[config.mk]
export PLATFORM = sky130hd
export DESIGN_NAME = rv32_ctrl
export DESIGN_NICKNAME = d
export VERILOG_FILES = /design/src/hw/rtl/rv32_pkg.sv /design/src/hw/rtl/rv32_ctrl.sv
export SDC_FILE = /design/constraint.sdc
export NUM_CORES = 1
export LEC_CHECK = 0
export BUFFER_PORTS_ARGS = -buffer_cell sky130_fd_sc_hd__buf_4
export CORE_AREA = 5 5 42 44
export DETAILED_ROUTE_END_ITERATION = 7
export DIE_AREA = 0 0 47 49
export GPL_TIMING_DRIVEN = 0
export PLACE_DENSITY_LB_ADDON = 0.25
export RECOVER_POWER = 50
export SLEW_MARGIN = 20
export SYNTH_ARGS = -nofsm -noshare
export SYNTH_HDL_FRONTEND = slang
export SYNTH_SLANG_ARGS = --single-unit
[constraint.sdc]
create_clock -name clk -period 2.96 [get_ports clk]
set_input_delay 0.148 -clock clk [delete_from_list [all_inputs] [get_ports clk]]
set_output_delay 0.148 -clock clk [all_outputs]
set_load 0.02 [all_outputs]
[src/hw/rtl/rv32_pkg.sv]
package rv32_pkg;

	typedef enum logic [1:0] {
		OP_WRITE = 2'd0,
		OP_READ = 2'd1,
		OP_EXEC = 2'd2,
		OP_RESTART = 2'd3
	} op_t;

	localparam logic [1:0] ST_CONT = 2'd0;
	localparam logic [1:0] ST_HALT = 2'd1;
	localparam logic [1:0] ST_BADOP = 2'd2;

	localparam logic [6:0] OPC_OP = 7'h33;
	localparam logic [6:0] OPC_OPIMM = 7'h13;
	localparam logic [6:0] OPC_AUIPC = 7'h17;
	localparam logic [6:0] OPC_LUI = 7'h37;
	localparam logic [6:0] OPC_LOAD = 7'h03;
	localparam logic [6:0] OPC_STORE = 7'h23;
	localparam logic [6:0] OPC_BRANCH = 7'h63;
	localparam logic [6:0] OPC_JAL = 7'h6F;
	localparam logic [6:0] OPC_JALR = 7'h67;
	localparam logic [6:0] OPC_SYSTEM = 7'h73;
	localparam logic [6:0] OPC_FENCE = 7'h0F;

	typedef enum logic [2:0] {
		S_IDLE,
		S_FETCH,
		S_EXEC,
		S_MEM,
		S_WB,
		S_OUT
	} state_t;

	// controller to datapath
	typedef struct packed {
		logic take_in;    // latch input item
		logic mem_rd;     // issue byte read at address counter
		logic mem_wr;     // write byte at address counter
		logic fetch;      // reading instruction bytes
		logic decode;     // run alu, set pc and memory address
		logic cnt_clr;
		logic cnt_inc;
		logic commit;     // write register / finalize
		logic restart;
	} cmd_t;

	typedef struct packed {
		op_t op;
		logic is_load;
		logic is_store;
		logic [2:0] nbytes;  // bytes for memory access
		logic [2:0] cnt;
	} status_t;

endpackage

[src/hw/rtl/rv32_ctrl.sv]
module rv32_ctrl (
	input logic clk,
	input logic arst_n,
	input logic in_valid,
	output logic in_ready,
	output logic out_valid,
	input logic out_ready,
	input rv32_pkg::status_t stat,
	output rv32_pkg::cmd_t cmd
);

	rv32_pkg::state_t state_q, state_d;

	always_ff @(posedge clk or negedge arst_n) begin
		if (!arst_n) state_q <= rv32_pkg::S_IDLE;
		else state_q <= state_d;
	end

	// reads are registered, so the fetch and load states stay past their last issued read to capture its byte
	always_comb begin
		state_d = state_q;
		unique case (state_q)
			rv32_pkg::S_IDLE: begin
				if (in_valid) state_d = rv32_pkg::S_FETCH;
			end
			rv32_pkg::S_FETCH: begin
				if (stat.op != rv32_pkg::OP_EXEC) state_d = rv32_pkg::S_OUT;
				else if (stat.cnt == 3'd4) state_d = rv32_pkg::S_EXEC;
			end
			// load and store flags are only known once decode has been registered
			rv32_pkg::S_EXEC: state_d = rv32_pkg::S_MEM;
			rv32_pkg::S_MEM: begin
				if (stat.is_store && stat.cnt == stat.nbytes - 3'd1) state_d = rv32_pkg::S_WB;
				else if (stat.is_load && stat.cnt == stat.nbytes) state_d = rv32_pkg::S_WB;
				else if (!stat.is_load && !stat.is_store) state_d = rv32_pkg::S_WB;
			end
			rv32_pkg::S_WB: state_d = rv32_pkg::S_OUT;
			rv32_pkg::S_OUT: begin
				if (out_ready) state_d = rv32_pkg::S_IDLE;
			end
			default: state_d = rv32_pkg::S_IDLE;
		endcase
	end

	always_comb begin
		cmd = '0;
		in_ready = 1'b0;
		out_valid = 1'b0;
		unique case (state_q)
			rv32_pkg::S_IDLE: begin
				in_ready = 1'b1;
				cmd.take_in = in_valid;
				cmd.cnt_clr = 1'b1;
			end
			rv32_pkg::S_FETCH: begin
				unique case (stat.op)
					rv32_pkg::OP_WRITE: cmd.mem_wr = 1'b1;
					rv32_pkg::OP_READ: cmd.mem_rd = 1'b1;
					rv32_pkg::OP_RESTART: cmd.restart = 1'b1;
					default: begin
						cmd.fetch = 1'b1;
						cmd.mem_rd = (stat.cnt < 3'd4);
						cmd.cnt_inc = 1'b1;
					end
				endcase
			end
			rv32_pkg::S_EXEC: begin
				cmd.decode = 1'b1;
				cmd.cnt_clr = 1'b1;
			end
			rv32_pkg::S_MEM: begin
				cmd.cnt_inc = 1'b1;
				cmd.mem_wr = stat.is_store;
				cmd.mem_rd = stat.is_load && (stat.cnt < stat.nbytes);
			end
			rv32_pkg::S_WB: cmd.commit = 1'b1;
			rv32_pkg::S_OUT: out_valid = 1'b1;
			default: ;
		endcase
	end

endmodule

# After elaboration in Yosys (flattened, before gate mapping)

Index checks and enable logic that the tools add are counted.

Register bits after elaboration: 3
Input port bits: 14
Output and inout bits: 11
Word-level logic and storage cells: 53

Add/sub/neg operators: 1
Order comparisons: 2
Eq/ne operators: 15
Mux-type cells: 22
Reductions and logical operators: 12

Operators with widths:

| cell                                                                   | number |
|---|---|
| 3-bit two-way mux                                                      | 7 |
| 3-bit one-hot mux with 6 select lines                                  | 1 |
| 1-bit two-way mux                                                      | 11 |
| 3-bit equality test (second input constant)                            | 3 |
| 3-bit by 2-bit equality test with 1-bit output (second input constant) | 2 |
| 3-bit equality test                                                    | 2 |
| 2-bit != test (second input constant)                                  | 3 |
| 1-bit logical AND                                                      | 4 |
| 4-bit != test (second input constant)                                  | 1 |
| 1-bit one-hot mux with 2 select lines                                  | 2 |
| 2-bit one-hot mux with 2 select lines                                  | 1 |
| 4-bit AND reduction                                                    | 1 |
| 2-bit OR reduction                                                     | 2 |
| 3-bit by 1-bit equality test with 1-bit output (second input constant) | 1 |
| 3-bit logical NOT                                                      | 1 |
| 3-bit less-than comparator                                             | 1 |
| 3-bit less-than comparator (second input constant)                     | 1 |
| 3-bit != test (second input constant)                                  | 1 |
| 3-bit OR reduction                                                     | 1 |
| 3-bit by 1-bit subtractor with 3-bit output (second input constant)    | 1 |
| 2-bit by 1-bit equality test with 1-bit output (second input constant) | 1 |
| 2-bit equality test (second input constant)                            | 1 |
| 1-bit logical NOT                                                      | 2 |
| 2-bit logical NOT                                                      | 1 |

# Longest topological paths before layout

Depth in word-level cells: 6
Depth in mapped cells: 6
Gate-level depth less buffers: 6

# Worst setup path before layout

OpenSTA, ideal clock, no wires.

Path kind: register to output
Start: register state_q[1]
End: output cmd[8] (netlist name)
Arrival time: 1445 ps
Required time: 2812 ps
Setup slack: 1367 ps
Stages on the path, launching flop included: 4
Path buffers: 1
Cell sequence: dfrtp_1 -> clkbuf_1 -> nor3_1 -> and2_1

RTL lines:

| item                     | line            | source |
|---|---|---|
| start: declaration       | rv32_ctrl.sv:12 | `rv32_pkg::state_t state_q, state_d;` |
| start signal: assignment | rv32_ctrl.sv:15 | `if (!arst_n) state_q <= rv32_pkg::S_IDLE;` |
| start signal: assignment | rv32_ctrl.sv:16 | `else state_q <= state_d;` |
| end: declaration         | rv32_ctrl.sv:9  | `output rv32_pkg::cmd_t cmd` |

# Final worst setup path

Start: register state_q[1]
End: output out_valid

Longest elaborated chain between the ends: 2

RTL lines:

| item                | line            | source |
|---|---|---|
| 3-bit equality test | rv32_ctrl.sv:49 | `unique case (state_q)` |
| 1-bit two-way mux   | rv32_ctrl.sv:49 |  |
| end: declaration    | rv32_ctrl.sv:6  | `output logic out_valid,` |

Every way passes these cells.

==> results.py <==
metrics = {
    "floorplan": {
        "pin_count": 25,
        "num_rows": 14,
        "die_h_um": 49,
        "start_util_pct": 35.63,
        "dieArea_um2": 2303,
        "design.core.area_um2": 1401,
        "dieWidth_um": 47,
    },
    "power_and_ir_drop": {
        "clock_power_share_pct": 12.4,
        "total_power_mw": 0.5624,
        "p_leak_nw": 0.3449,
        "p_seq_share_pct": 14.1,
        "powerDensity_nw_per_um2": 787.2,
        "pwr-share-comb_pct": 73.5,
        "p_sw_mw": 0.2653,
        "switching_share_pct": 47.17,
        "vdd_drop_max_uv": 470.3,
        "p_int_mw": 0.2971,
    },
    "final_layout": {
        "diodes": 0,
        "nFillCells": 153,
        "nNetsFinal": 111,
        "largest_register_ffs": 3,
        "top_regs": "state_q (3)",
        "area_delta_synth_final_pct": 43.11,
        "largest_register": "state_q",
        "fin_util_pct": 50.98,
        "drive_gt1_share_pct": 35.87,
    },
    "setup_path": {
        "r2r_slack_ns": 1.49,
        "start_kind": "flop",
        "worstPathCellList": "clkbuf_1, inv_1, and3_2, buf_4",
        "end_kind": "output pin",
        "critPathSlowestCell": "dfrtp_1",
        "worstPathRequired_ns": 2.81,
        "crit_path_max_fanout": 10,
        "max_stage_delay_ns": 0.42,
        "r2r_start": "state_q[2]",
        "worst-r2r-cell-count": 5,
        "crit_type": "flop to output pin",
        "r2r-end": "state_q[2]",
        "critPathTopFamily": "buffers and inverters",
        "cp.arrival_ns": 1.64,
        "crit_buf_inv": 3,
    },
    "routing": {
        "dr.pass1.iters": 4,
        "drc": 0,
        "ant_nets": 0,
        "drtIter0Drc": 5,
        "wl_per_cell_um": 11.35,
        "totalWireLength_um": 1226,
        "route.vias.total": 536,
        "routed_via_density": 4.963,
    },
    "timing": {
        "slew_violations": 0,
        "setup_slack_ns": 1.174,
        "hold_viol": 0,
        "setup_viol": 0,
        "hold_ws_ns": 0.2514,
        "period_minus_slack_ns": 1.786,
        "fmax_mhz": 560.0,
        "period_share_pct": 60.33,
        "slew_headroom_pct": 71.15,
        "worst_pin_slew_ns": 0.4328,
        "skew_ns": 0.0007698,
        "rsz0062_at_grt": "false",
        "tns_ns": 0,
    },
    "run_status": {
        "outcome": "finished clean",
    },
    "placement": {
        "place_hpwl_um": 978.9,
        "preCtsSetupSlack_ns": 1.421,
        "routabilityCongestion": 0.7688,
        "port_buffers": 24,
    },
    "global_routing": {
        "grt_pass1_wl_um": 2042,
        "grt_max_degree": 11,
        "antenna_found_initial": 0,
        "gr-total-overflow": 0,
        "grt_usage_pct": 11.73,
        "grt_pass1_vias": 497,
    },
    "clock_tree": {
        "insertion_delay_ns": 0.23,
        "cts.sinks": 3,
        "cts_tree": "built",
        "htree_levels": 1,
        "clkSlewWorstSetupHoldPaths_ns": 0.03,
        "clock_tree.buffer_depth": 2,
        "post_cts_resize_count": 0,
        "cts_made_buffers": 3,
        "cts_root_buf": "clkbuf_4",
    },
    "logic_synthesis": {
        "postSynthCellCount": 63,
        "avgSynthCellArea_um2": 7.924,
        "synthesis.area_um2": 499.2,
        "ys_types": 32,
        "synthesis.nets": 81,
        "synth.yosys.warnings": 0,
        "synth.ff_latch_count": 3,
        "seq_area_frac_synth_pct": 15.04,
    },
    "run": {
        "cap_violations": 0,
    },
    "min_path": {
        "hold_class": "input pin to async pin",
    },
}
[worst max path at each step]
stage / startpoint / to / slack, ns / cells past startpoint
after floorplan: state_q[1] / cmd[8] / 1.37 / 3
after global placement: state_q[1] / out_valid / 1.41 / 4
after detailed placement: state_q[1] / out_valid / 1.42 / 4
after CTS: state_q[1] / out_valid / 1.16 / 4
after global routing: state_q[1] / cmd[4] / 1.03 / 4
final: state_q[1] / out_valid / 1.17 / 4
[layout make-up]
type	instances	area [um2]	area share, %
Multi-Input combinational cell	51	367.9	51.49
Timing Repair Buffer	25	178.9	25.04
Sequential cell	3	75.07	10.51
Buffer	4	27.53	3.853
Clock buffer	4	26.28	3.678
Tap cell	16	20.02	2.802
Inverter	5	18.77	2.627
[synthesized netlist by cell type (all sizes together)]
cell,n,share of area [%]
nor4,1,2.5
and2,1,1.3
and4,1,1.8
a21oi,7,7.8
dfrtp,3,15
o21ai,3,3.0
clkbuf,1,0.75
buf,3,4.8
nor3,6,7.0
mux2i,2,4.0
nor3b,2,3.0
xnor3,1,4.5
inv,5,3.8
a211oi,1,2.5
o22ai,1,1.3
nor2b,2,2.5
and3,1,1.5
nand3b,1,1.5
xor2,1,1.8
a22o,1,2.0
nand2,3,2.3
ha,4,10
o41ai,1,1.8
or3,1,2.3
nand4b,2,3.5
nor2,5,3.8
nand2b,3,4.3
[cell usage in the layout (no fill, tap or decap)]
master	instances
dfrtp_1	3
a22o_2	1
buf_6	1
dlygate4sd3_1	1
xor2_1	1
xnor3_1	1
and4_1	1
clkbuf_4	3
nor3b_1	2
nand3b_1	1
and2_1	1
nor4_2	1
or3_4	1
a21oi_2	1
nand2_1	3
nand2b_2	1
nor2b_1	2
clkbuf_1	5
and3_2	1
a211oi_1	1
mux2i_1	2
inv_1	5
buf_2	1
buf_4	22
ha_1	4
o22ai_1	1
a21oi_1	6
nand4b_1	2
nand2b_1	2
nor2_1	5
o21ai_0	3
o41ai_1	1
nor3_1	6
[power by group through the flow]
| stage | sequential, mW | combinational (mW) | clock, mW |
|---|---|---|---|
| CTS | 0.0796 | 0.432 | 0.0745 |
| finish | 0.0795 | 0.413 | 0.0696 |
| global placement | 0.0794 | 0.428 | 0 |
| global route | 0.0832 | 0.457 | 0.0792 |
| floorplan | 0.0760 | 0.300 | 0 |
| detailed placement | 0.0798 | 0.429 | 0 |
[kinds of logic (layout without fill, tap and decap cells)]
| kind of cell | after synthesis | in the layout | share of synthesized area (%) |
|---|---|---|---|
| simple gates | 29 | 29 | 37.09 |
| compound gates | 14 | 14 | 18.30 |
| buf+inv | 9 | 38 | 9.272 |
| fa+ha+maj | 4 | 4 | 10.03 |
| flops | 3 | 3 | 15.04 |
| xor+xnor | 2 | 2 | 6.266 |
| mux | 2 | 2 | 4.010 |
[per-layer routing]
metal	track usage [%]	vias up	share of wire [%]
met2	18.10	10	50
met5	0	-	0
met3	0.7380	0	4.5
li1	-	284	-
met4	5.991	0	0
met1	15.78	242	46
[timing repair]
item                                   CTS  global route
buffers inserted                         0             0
endpoints found under the hold margin    3             0
hold buffers                             1             0
[stage by stage]
step,cell area [um2],std cells
finish,714.4,108
CTS,735.7,108
global placement,699.4,103
floorplan,499.2,63
global route,714.4,108
detailed placement,699.4,103
No activity file was read; power rests on OpenSTA's default activity.
